===== config.mk =====
export PLATFORM = sky130hd
export DESIGN_NAME = bnms_ctrl
export DESIGN_NICKNAME = d
export VERILOG_FILES = /design/src/rtl/core/bnms_pkg.sv /design/src/rtl/core/bnms_ctrl.sv
export VERILOG_INCLUDE_DIRS = /design/src /design/src/rtl/core
export SDC_FILE = /design/constraint.sdc
export NUM_CORES = 1
export LEC_CHECK = 0
export ABC_AREA = 1
export BUFFER_PORTS_ARGS = -buffer_cell sky130_fd_sc_hd__buf_2
export CAP_MARGIN = 20
export CORE_ASPECT_RATIO = 1.75
export CORE_UTILIZATION = 59
export CTS_CLUSTER_SIZE = 12
export DETAILED_ROUTE_END_ITERATION = 10
export PLACE_DENSITY_LB_ADDON = 0.1
export SKIP_CTS_REPAIR_TIMING = 1
export SLEW_MARGIN = 15
export SYNTH_ARGS = -nofsm -noshare
export SYNTH_HDL_FRONTEND = slang
export SYNTH_SLANG_ARGS = --single-unit

===== constraint.sdc =====
create_clock -name i_clk -period 2.7 [get_ports i_clk]
set_input_delay 0.81 -clock i_clk [delete_from_list [all_inputs] [get_ports i_clk]]
set_output_delay 0.81 -clock i_clk [all_outputs]
set_load 0.05 [all_outputs]

===== src/rtl/core/box_nms_suppress_macros.svh =====
// assertion macros for the box_nms_suppress block
// no dependencies; included by modules that carry assertions
`ifndef BOX_NMS_SUPPRESS_MACROS_SVH
`define BOX_NMS_SUPPRESS_MACROS_SVH
`ifndef NO_ASSERTIONS
// clocked check, disabled while reset is held
`define BNMS_ASSERT(lbl, clk, rst_n, prop, msg) \
    lbl: assert property (@(posedge clk) disable iff (!rst_n) prop) else $error(msg);
// clocked check that also holds during reset
`define BNMS_ASSERT_ALWAYS(lbl, clk, prop, msg) \
    lbl: assert property (@(posedge clk) prop) else $error(msg);
`else
`define BNMS_ASSERT(lbl, clk, rst_n, prop, msg)
`define BNMS_ASSERT_ALWAYS(lbl, clk, prop, msg)
`endif
`endif


===== src/rtl/core/bnms_pkg.sv =====
// shared constants and controller/datapath command types for box_nms_suppress
// no dependencies
package bnms_pkg;

    localparam int IDX_W           = 6;
    localparam int SCORE_W         = 16;
    localparam int FIELD_W         = 16;
    localparam int MAX_DETS_DEF    = 64;
    localparam int COORD_WIDTH_DEF = 16;
    localparam logic [15:0] THRESH_RESET = 16'd29491;

    // commands from controller to datapath
    typedef struct packed {
        logic             ld_we;      // store incoming box and score at wr_addr
        logic [IDX_W-1:0] wr_addr;
        logic             sc_rd;      // read box, score, flag memories
        logic             rd_use_ord; // read address comes from order read data
        logic [IDX_W-1:0] rd_addr;
        logic             ord_rd;     // read order memory at rd_addr
        logic [IDX_W-1:0] i_idx;      // outer loop index
        logic             key_ld;
        logic             rank_clr;
        logic             cmp_en;
        logic             ord_we;     // order[rank] = i_idx, clear flag of i_idx
        logic             a_ld;       // latch reference box
        logic             sup_en;     // apply suppression decision
        logic             emit;
        logic             ovf;
        logic             last;
    } t_cmd;

    // status from datapath to controller
    typedef struct packed {
        logic a_zero;
    } t_stat;

endpackage


===== src/rtl/core/bnms_ctrl.sv =====
// controller for box_nms_suppress: load, rank sort, pairwise suppression, result scan
// depends on bnms_pkg and box_nms_suppress_macros.svh
`include "box_nms_suppress_macros.svh"
module bnms_ctrl #(
    parameter int MAX_DETS = bnms_pkg::MAX_DETS_DEF
) (
    input  logic            i_clk,
    input  logic            i_rst_n,
    input  logic            start,
    input  logic            i_is_final,
    input  bnms_pkg::t_stat i_stat,
    output bnms_pkg::t_cmd  o_cmd,
    output logic            busy,
    output logic            o_result_valid
);

    localparam int CNT_W = $clog2(MAX_DETS + 1);

    typedef enum logic [14:0] {
        S_IDLE    = 15'b000000000000001,
        S_KEY     = 15'b000000000000010,
        S_SCAN    = 15'b000000000000100,
        S_PLACE   = 15'b000000000001000,
        S_RANK_WR = 15'b000000000010000,
        S_A_ORD   = 15'b000000000100000,
        S_A_BOX   = 15'b000000001000000,
        S_A_LAT   = 15'b000000010000000,
        S_B_ORD   = 15'b000000100000000,
        S_B_BOX   = 15'b000001000000000,
        S_B_WAIT  = 15'b000010000000000,
        S_B_DEC   = 15'b000100000000000,
        S_O_ORD   = 15'b001000000000000,
        S_O_RD    = 15'b010000000000000,
        S_O_EMIT  = 15'b100000000000000
    } t_state;

    t_state           r_state, n_state;
    logic [CNT_W-1:0] r_cnt, n_cnt;
    logic [CNT_W-1:0] r_i, n_i;
    logic [CNT_W-1:0] r_j, n_j;
    logic [1:0]       r_wait, n_wait;
    logic             r_ovf, n_ovf;
    logic             r_valid;
    logic [CNT_W-1:0] i_nx, j_nx;
    logic             i_last;

    assign i_nx   = r_i + CNT_W'(1);
    assign j_nx   = r_j + CNT_W'(1);
    assign i_last = (i_nx == r_cnt);
    assign busy   = (r_state != S_IDLE);
    assign o_result_valid = r_valid;

    // next state and commands
    always_comb begin
        n_state = r_state;
        n_cnt   = r_cnt;
        n_i     = r_i;
        n_j     = r_j;
        n_wait  = r_wait;
        n_ovf   = r_ovf;
        o_cmd   = '0;
        o_cmd.i_idx = bnms_pkg::IDX_W'(r_i);
        case (r_state)
            S_IDLE: begin
                if (start) begin
                    if (r_cnt < CNT_W'(MAX_DETS)) begin
                        o_cmd.ld_we   = 1'b1;
                        o_cmd.wr_addr = bnms_pkg::IDX_W'(r_cnt);
                        n_cnt         = r_cnt + CNT_W'(1);
                    end else begin
                        n_ovf = 1'b1;
                    end
                    if (i_is_final) begin
                        n_i     = '0;
                        n_state = S_KEY;
                    end
                end
            end
            S_KEY: begin
                o_cmd.sc_rd    = 1'b1;
                o_cmd.rd_addr  = bnms_pkg::IDX_W'(r_i);
                o_cmd.rank_clr = 1'b1;
                n_j            = '0;
                n_state        = S_SCAN;
            end
            S_SCAN: begin
                o_cmd.sc_rd   = 1'b1;
                o_cmd.rd_addr = bnms_pkg::IDX_W'(r_j);
                o_cmd.key_ld  = (r_j == '0);
                o_cmd.cmp_en  = (r_j != '0);
                n_j           = j_nx;
                if (j_nx == r_cnt) begin
                    n_state = S_PLACE;
                end
            end
            S_PLACE: begin
                o_cmd.cmp_en = 1'b1;
                n_state      = S_RANK_WR;
            end
            S_RANK_WR: begin
                o_cmd.ord_we = 1'b1;
                if (i_last) begin
                    n_i     = '0;
                    n_state = S_A_ORD;
                end else begin
                    n_i     = i_nx;
                    n_state = S_KEY;
                end
            end
            S_A_ORD: begin
                o_cmd.ord_rd  = 1'b1;
                o_cmd.rd_addr = bnms_pkg::IDX_W'(r_i);
                n_state       = S_A_BOX;
            end
            S_A_BOX: begin
                o_cmd.sc_rd      = 1'b1;
                o_cmd.rd_use_ord = 1'b1;
                n_state          = S_A_LAT;
            end
            S_A_LAT: begin
                o_cmd.a_ld = 1'b1;
                if (i_stat.a_zero || i_last) begin
                    if (i_last) begin
                        n_i     = '0;
                        n_state = S_O_ORD;
                    end else begin
                        n_i     = i_nx;
                        n_state = S_A_ORD;
                    end
                end else begin
                    n_j     = i_nx;
                    n_state = S_B_ORD;
                end
            end
            S_B_ORD: begin
                o_cmd.ord_rd  = 1'b1;
                o_cmd.rd_addr = bnms_pkg::IDX_W'(r_j);
                n_state       = S_B_BOX;
            end
            S_B_BOX: begin
                o_cmd.sc_rd      = 1'b1;
                o_cmd.rd_use_ord = 1'b1;
                n_wait           = '0;
                n_state          = S_B_WAIT;
            end
            S_B_WAIT: begin
                n_wait = r_wait + 2'd1;
                if (r_wait == 2'd3) begin
                    n_state = S_B_DEC;
                end
            end
            S_B_DEC: begin
                o_cmd.sup_en = 1'b1;
                if (j_nx == r_cnt) begin
                    if (i_last) begin
                        n_i     = '0;
                        n_state = S_O_ORD;
                    end else begin
                        n_i     = i_nx;
                        n_state = S_A_ORD;
                    end
                end else begin
                    n_j     = j_nx;
                    n_state = S_B_ORD;
                end
            end
            S_O_ORD: begin
                o_cmd.ord_rd  = 1'b1;
                o_cmd.rd_addr = bnms_pkg::IDX_W'(r_i);
                n_state       = S_O_RD;
            end
            S_O_RD: begin
                o_cmd.sc_rd      = 1'b1;
                o_cmd.rd_use_ord = 1'b1;
                n_state          = S_O_EMIT;
            end
            S_O_EMIT: begin
                o_cmd.emit = 1'b1;
                o_cmd.ovf  = r_ovf;
                o_cmd.last = i_last;
                if (i_last) begin
                    n_cnt   = '0;
                    n_ovf   = 1'b0;
                    n_state = S_IDLE;
                end else begin
                    n_i     = i_nx;
                    n_state = S_O_ORD;
                end
            end
            default: begin
                n_state = S_IDLE;
            end
        endcase
    end

    // control registers
    always_ff @(posedge i_clk) begin
        if (!i_rst_n) begin
            r_state <= S_IDLE;
            r_cnt   <= '0;
            r_i     <= '0;
            r_j     <= '0;
            r_wait  <= '0;
            r_ovf   <= 1'b0;
            r_valid <= 1'b0;
        end else begin
            r_state <= n_state;
            r_cnt   <= n_cnt;
            r_i     <= n_i;
            r_j     <= n_j;
            r_wait  <= n_wait;
            r_ovf   <= n_ovf;
            r_valid <= o_cmd.emit;
        end
    end

    // checks
    `BNMS_ASSERT(a_cnt_bound, i_clk, i_rst_n, r_cnt <= CNT_W'(MAX_DETS), "load count past capacity")
    `BNMS_ASSERT(a_emit_nonempty, i_clk, i_rst_n, o_cmd.emit |-> (r_cnt != '0), "result with empty run")
    `BNMS_ASSERT(a_final_busy, i_clk, i_rst_n, (start && !busy && i_is_final) |=> busy, "final transaction did not start a run")
    `BNMS_ASSERT(a_last_idle, i_clk, i_rst_n, (o_cmd.emit && o_cmd.last) |=> !busy, "run did not end after last result")

endmodule


==> impl_metrics.csv, run 1 <==
group,metric,value,unit
placement,dp_hpwl,7.26,mm
clock_network,htreeDepth,2,
clock_network,cts_buffers,5,
synth,synth_warnings,0,
timing,fin_crit_sh,109,%
layout,layout.nets,566,
floorplanning,die_h,96.4,um
grt,grt_antenna_before_repair,0,
layout,final_common_cell,"nand2_1",
floorplanning,core,4930,um2
drt,via_per_inst,5.57,
critical_path,cp-end-kind,"primary output",
drt,first_pass_iters,6,
timing,drv_slew,0,
worst_hold_path,min_path_type,"register to register",
power_and_ir_drop,power.share.sequential,24.0,%
synth,avgSynthCellArea,6.21,um2
timing,fin_skew,6.73,ps
floorplanning,ios,38,
job,maxCapViolCount,0,
critical_path,reg2regPathDepth,14,
critical_path,crit_arrival,2130,ps
synth,syn_inst,484,
synth,syn_area,3010,um2
timing,setup_ws,-244,ps
drt,drc,0,
timing,post-route-min-period,2940,ps
drt,wl,9.80,mm
clock_network,clkSlewWorstSetupHoldPaths,80,ps
critical_path,cp.required,1890,ps
clock_network,clock-root-buffer,"clkbuf_8",
timing,rsz0062_at_grt,"yes",
layout,seqCellArea,818,um2
timing,max_freq,340,MHz
critical_path,cp_max_fo,5,
run_status,violations,"negative setup slack",
layout,areaGrowthSynthToFinish,34.2,%
critical_path,critPathBufInv,3,
timing,relSlewSlack,59.6,%
placement,routabilityCongestion,0.952,
synth,ys_seq_elements,40,
layout,multi_input_area,2130,um2
critical_path,max_stage_delay,360,ps
power_and_ir_drop,power_frac_clock,15.4,%
worst_hold_path,worstHoldPathCells,1,
power_and_ir_drop,max-vdd-ir-drop,739,uV
floorplanning,start_util,60.9,%
timing,hold_violations,0,
synth,ys_seq_area_share,26.6,%
critical_path,cp-start-kind,"register",
synth,yosys.cell_types.count,43,
floorplanning,dieArea,5400,um2
critical_path,path_depth,7,
power_and_ir_drop,powerDensity,806,nW/um2
grt,grt_max_degree,21,
clock_network,clk_path_buf_depth,2,
power_and_ir_drop,cellLeakagePower,1.92,nW
floorplanning,die_x,56.0,um
grt,grt_pass1_vias,3120,
synth,synth-async-reset-ratio,0,%
power_and_ir_drop,internal_power,0.00164,W
power_and_ir_drop,p_sw,0.00162,W
drt,initialDrtViolationCount,139,
grt,grt.total_usage,34.2,%
grt,overflow,0,
timing,finalHoldWorstSlack,465,ps
power_and_ir_drop,power_frac_comb,60.6,%
synth,synth_edf_count,0,
critical_path,worstPathCellList,"nor4_2, buf_4, nand4_1, nand2_2, clkinvlp_4, o22ai_4, buf_6",
drt,wl_per_cell,16.0,um
layout,final_cell_mix,"nand2_1 (114), nor2_1 (67), inv_1 (62), nand3_1 (37), buf_4 (36)",
placement,numPortBuffers,37,
synth,synth-main-ff-cell,"dfxtp_1",
critical_path,path_delay_family,"simple AND/OR/NAND/NOR gates",
critical_path,crit_type,"register to primary output",
run_status,status,"finished, violations left",
power_and_ir_drop,power.total,0.00325,W
timing,tightest_slew,602,ps
layout,drive_gt1_share,33.4,%
clock_network,clk_latency,300,ps
floorplanning,rows,34,
layout,fill_cells,343,
drt,vias,3406,
drt,ant_nets,0,
power_and_ir_drop,switching_share,49.7,%
synth,synthesis.nets,494,
clock_network,cts_tree,"done",
grt,grt_pass1_wl,14.2,mm
layout,num_antenna_cells,0,
timing,setup_viol,12,
clock_network,clock-sinks,40,
critical_path,cpMaxStageDelayCell,"dfxtp_2",
## per-layer routing
metal | global-route usage [%] | part of all wire, %
met1 | 31.6 | 33
met5 | 0 | 0
met2 | 66.5 | 56
met3 | 3.99 | 4.2
met4 | 27.6 | 7.1
## synthesized netlist by cell type, types with 2 or more instances
master / count / area, um2
nand4_1: 4 / 25.0
xnor2_1: 2 / 17.5
nand3_4: 3 / 52.6
nor2_1: 80 / 300
nor2_4: 3 / 33.8
nor4_1: 3 / 18.8
inv_2: 6 / 22.5
o22ai_1: 8 / 50.1
nand2_2: 16 / 100
nand3_1: 39 / 195
inv_1: 66 / 248
nand3b_1: 4 / 30.0
buf_6: 2 / 22.5
ha_1: 5 / 62.6
buf_4: 6 / 45.0
xor2_1: 5 / 43.8
o21ai_0: 7 / 35.0
dfxtp_1: 40 / 801
nor2_2: 13 / 81.3
clkbuf_1: 2 / 7.51
nand2_4: 5 / 56.3
nor3_1: 9 / 45.0
nand2_1: 119 / 447
a21oi_1: 18 / 90.1
## per-stage QoR
step                      setup WS [ps]  TNS [ps]  util, %  area [um2]  instances
after floorplan                    -212     -1430        -        3150        484
after global placement             37.2         0     71.4        3520        591
after detailed placement          -76.1      -218     71.4        3520        591
after CTS                          -403     -4060     73.6        3630        599
after global routing               -297     -2740     81.7        4030        611
final                              -244     -1880     81.7        4030        611
## cell type report
cell class                      count  share of cell area (%)
Clock buffer                        5                    1.71
Clock inverter                      3                    1.05
Inverter                           75                    7.38
Multi-Input combinational cell    359                    52.7
Sequential cell                    40                    20.3
Tap cell                           54                    1.67
Timing Repair Buffer               75                    15.2
## registers in the layout, summed over array words and instances, names as in the netlist
| signal | flops |
|---|---|
| r_ovf | 1 |
| r_j | 7 |
| r_cnt | 7 |
| o_result_valid | 1 |
| r_i | 7 |
| r_state | 15 |
| r_wait | 2 |
## final timing paths
kind                                 start                endpoint  slack, ps
hold / removal      r_wait[0]$_SDFFE_PN0P_  r_wait[0]$_SDFFE_PN0P_        460
setup reg to reg       r_j[0]$_SDFFE_PN0P_     r_j[4]$_SDFFE_PN0P_        400
setup / recovery  r_state[10]$_SDFFE_PN0P_               o_cmd[17]       -240
hold reg to reg     r_wait[0]$_SDFFE_PN0P_  r_wait[0]$_SDFFE_PN0P_        460
## power by group through the flow
stage	Clock, W	Sequential, W	Combinational, W
after floorplan	0	0.000764	0.00135
after global placement	0	0.000776	0.00171
after detailed placement	0	0.000780	0.00173
after CTS	0.000505	0.000767	0.00174
after global routing	0.000529	0.000790	0.00213
final	0.000500	0.000781	0.00197
## cells by family after synthesis
group                    share of synthesized area, %
buffers and inverters                            12.1
AO/OA/AOI/OAI                                    7.82
XOR/XNOR                                         2.04
flip-flops                                       26.6
adder cells (fa/ha/maj)                          2.08
AND/OR/NAND/NOR                                  49.4
No activity file was read; power rests on OpenSTA's default activity.
==> run 2: changes to the inputs <==
--- a/config.mk
+++ b/config.mk
@@ -6,11 +6,10 @@
 export SDC_FILE = /design/constraint.sdc
 export NUM_CORES = 1
 export LEC_CHECK = 0
-export ABC_AREA = 1
 export BUFFER_PORTS_ARGS = -buffer_cell sky130_fd_sc_hd__buf_2
 export CAP_MARGIN = 20
 export CORE_ASPECT_RATIO = 1.75
-export CORE_UTILIZATION = 59
+export CORE_UTILIZATION = 58
 export CTS_CLUSTER_SIZE = 12
 export DETAILED_ROUTE_END_ITERATION = 10
 export PLACE_DENSITY_LB_ADDON = 0.1
==> constraint.sdc (replaced) <==
create_clock -name i_clk -period 3.2 [get_ports i_clk]
set_input_delay 0.96 -clock i_clk [delete_from_list [all_inputs] [get_ports i_clk]]
set_output_delay 0.96 -clock i_clk [all_outputs]
set_load 0.005 [all_outputs]
==> impl_metrics.csv, run 2 <==
group,metric,value,unit
run_status,status,"finished, violations left",
run_status,violations,"negative setup slack",
timing,fin_crit_sh,107,%
clock_network,htreeDepth,2,
synth,yosys-top-cells-area,"dfxtp_1 (29%), nor2_1 (5.2%), xnor2_1 (4.8%), o21ai_0 (4.2%), nand2_1 (3.1%)",
floorplanning,die_h,93.1,um
timing,post-route-min-period,3410,ps
floorplanning,dieArea,5040,um2
grt,overflow,0,
drt,wl_per_cell,20.1,um
drt,ant_nets,0,
timing,max_freq,293,MHz
clock_network,clkSlewWorstSetupHoldPaths,80,ps
drt,via_per_inst,6.65,
layout,final_cell_mix,"buf_4 (46), nor2_1 (37), buf_2 (37), dfxtp_1 (37), nand2_1 (21)",
layout,layout.nets,430,
clock_network,cts_buffers,5,
layout,top_register,"r_state",
grt,grt_max_degree,17,
synth,synth.top_cells.by_count,"dfxtp_1 (40), nor2_1 (38), nand2_1 (23), o21ai_0 (23), inv_1 (17)",
power_and_ir_drop,max-vdd-ir-drop,413,uV
floorplanning,core,4480,um2
critical_path,crit_type,"register to primary output",
grt,grt_pass1_wl,13.9,mm
critical_path,critPathLaunch,"r_state[11]$_SDFFE_PN0P_",
timing,setup_ws,-214,ps
synth,synth-main-ff-cell,"dfxtp_1",
critical_path,cpMaxStageDelayCell,"or4_4",
critical_path,cp-end-kind,"primary output",
clock_network,clock-sinks,40,
floorplanning,ios,38,
placement,numPortBuffers,37,
timing,hold_violations,0,
grt,grt_pass1_vias,2795,
clock_network,clk_path_buf_depth,2,
layout,largest_reg_flops,15,
synth,synth_warnings,0,
clock_network,cts_tree,"done",
synth,yosysTopAreaCell,"dfxtp_1",
critical_path,worstPathCellList,"or4_4, or4_4, nor4b_4, a31oi_2, nand2b_4, a22o_1, buf_2",
synth,synth-async-reset-ratio,0,%
timing,rsz0062_at_grt,"yes",
timing,drv_slew,0,
synth,synth_top_area_share,29.1,%
floorplanning,die_x,54.1,um
placement,place_area,3200,um2
layout,areaGrowthSynthToFinish,27.4,%
grt,grt_antenna_before_repair,0,
synth,yosys.cell_types.count,60,
worst_hold_path,worstHoldPathCells,2,
placement,place_inst,461,
clock_network,clock-root-buffer,"clkbuf_8",
synth,syn_inst,355,
layout,drive_gt1_share,33.0,%
critical_path,cp.required,2240,ps
clock_network,clk_latency,290,ps
timing,relSlewSlack,51.4,%
floorplanning,start_util,61.4,%
synth,avgSynthCellArea,7.75,um2
drt,wl,9.49,mm
critical_path,cp_max_fo,6,
critical_path,r2r_setup_slack,50,ps
layout,final_cells,472,
power_and_ir_drop,powerDensity,442,nW/um2
critical_path,cp-start-kind,"register",
critical_path,reg2regPathDepth,9,
synth,synthesis.nets,365,
critical_path,r2r_start,"r_j[1]$_SDFFE_PN0P_",
drt,vias,3141,
layout,num_antenna_cells,0,
placement,dp_hpwl,6.59,mm
synth,synth_edf_count,0,
layout,stdcell_area,3510,um2
grt,grt.total_usage,38.5,%
layout,final_common_cell,"buf_4",
critical_path,reg2reg_to,"r_state[0]$_SDFFE_PN1P_",
job,maxCapViolCount,0,
drt,drc,0,
synth,syn_area,2750,um2
power_and_ir_drop,cellLeakagePower,1.50,nW
timing,setup_viol,10,
placement,routabilityCongestion,0.936,
floorplanning,rows,32,
critical_path,crit_arrival,2450,ps
synth,ys_seq_elements,40,
worst_hold_path,min_path_type,"register to register",
critical_path,cpMostUsedCell,"or4_4",
drt,initialDrtViolationCount,186,
timing,finalHoldWorstSlack,472,ps
timing,fin_skew,5.91,ps
synth,ys_seq_area_share,29.1,%
critical_path,crit_end,"o_cmd[19]",
timing,tightest_slew,722,ps
drt,first_pass_iters,5,
synth,post-synth-top-count-cell,"dfxtp_1",
critical_path,max_stage_delay,530,ps
[run 2: changes by cell type after synthesis, moves of 8 or more]
cell,previous run,this run
inv_1,66,17
and2_1,0,13
nor2_1,80,38
o21ai_0,7,23
nor2_2,13,0
nand2_2,16,0
a31oi_1,1,9
nand2_1,119,23
clkbuf_1,2,16
nand3_1,39,14
xnor2_1,2,15
nor2b_1,0,9
a21oi_1,18,8
[run 2: area by class of cell]
type,count,area [um2]
Clock buffer,6,82.6
Clock inverter,2,10.0
Fill cell,353,977
Inverter,17,63.8
Multi-Input combinational cell,273,1950
Sequential cell,40,805
Tap cell,51,63.8
Timing Repair Buffer,83,531
[run 2: worst min-delay path by stage]
| stage | slack (ps) | from | end |
|---|---|---|---|
| floorplan | 430 | r_ovf$_SDFFE_PN0P_ | r_ovf$_SDFFE_PN0P_ |
| global placement | 440 | r_ovf$_SDFFE_PN0P_ | r_ovf$_SDFFE_PN0P_ |
| detailed placement | 450 | r_ovf$_SDFFE_PN0P_ | r_ovf$_SDFFE_PN0P_ |
| CTS | 470 | r_ovf$_SDFFE_PN0P_ | r_ovf$_SDFFE_PN0P_ |
| global route | 510 | r_ovf$_SDFFE_PN0P_ | r_ovf$_SDFFE_PN0P_ |
| finish | 470 | r_ovf$_SDFFE_PN0P_ | r_ovf$_SDFFE_PN0P_ |
[run 2: cell families (layout without fill, tap and decap cells)]
group           Yosys count  after routing  share of synthesized area (%)
flops                    40             40                           29.1
simple gates            164            164                           33.4
mux                       5              5                           1.82
xor+xnor                 21             21                           6.68
buf+inv                  42            108                           6.86
compound gates           78             78                           19.9
fa+ha+maj                 5              5                           2.27
[run 2: layer usage]
layer	vias to the layer above	wire [um]	global-route usage, %	part of all wire [%]
li1	1407	-	-	-
met4	0	675	26.3	7.1
met5	-	0	0	0
met3	71	729	12.7	7.7
met1	1473	3230	38.8	34
met2	190	4860	63.4	51
[run 2: where the power goes]
| group | switching (W) | total [W] | leakage (nW) | internal, W |
|---|---|---|---|---|
| Combinational | 0.000351 | 0.000631 | 1.13 | 0.000280 |
| Sequential | 0.0000419 | 0.000564 | 0.324 | 0.000522 |
| Clock | 0.000183 | 0.000356 | 0.0510 | 0.000172 |
| Total | 0.000576 | 0.00155 | 1.50 | 0.000974 |
[run 2: critical path: cells and delay by family, from the launching register on]
family / cells / cell delay, ps
flops: 1 / 320
buf+inv: 1 / 110
simple gates: 4 / 1490
compound gates: 2 / 240
[run 2: per-stage QoR]
stage / setup WS [ps] / power, W / util, % / TNS, ps
finish: -214 / 0.00155 / 78.2 / -1410
global route: -259 / 0.00163 / 78.2 / -2570
CTS: -455 / 0.00143 / 73.4 / -3570
detailed placement: -127 / 0.00108 / 71.3 / -687
global placement: -52.4 / 0.00107 / 71.3 / -305
floorplan: 97.7 / 0.000904 / - / 0
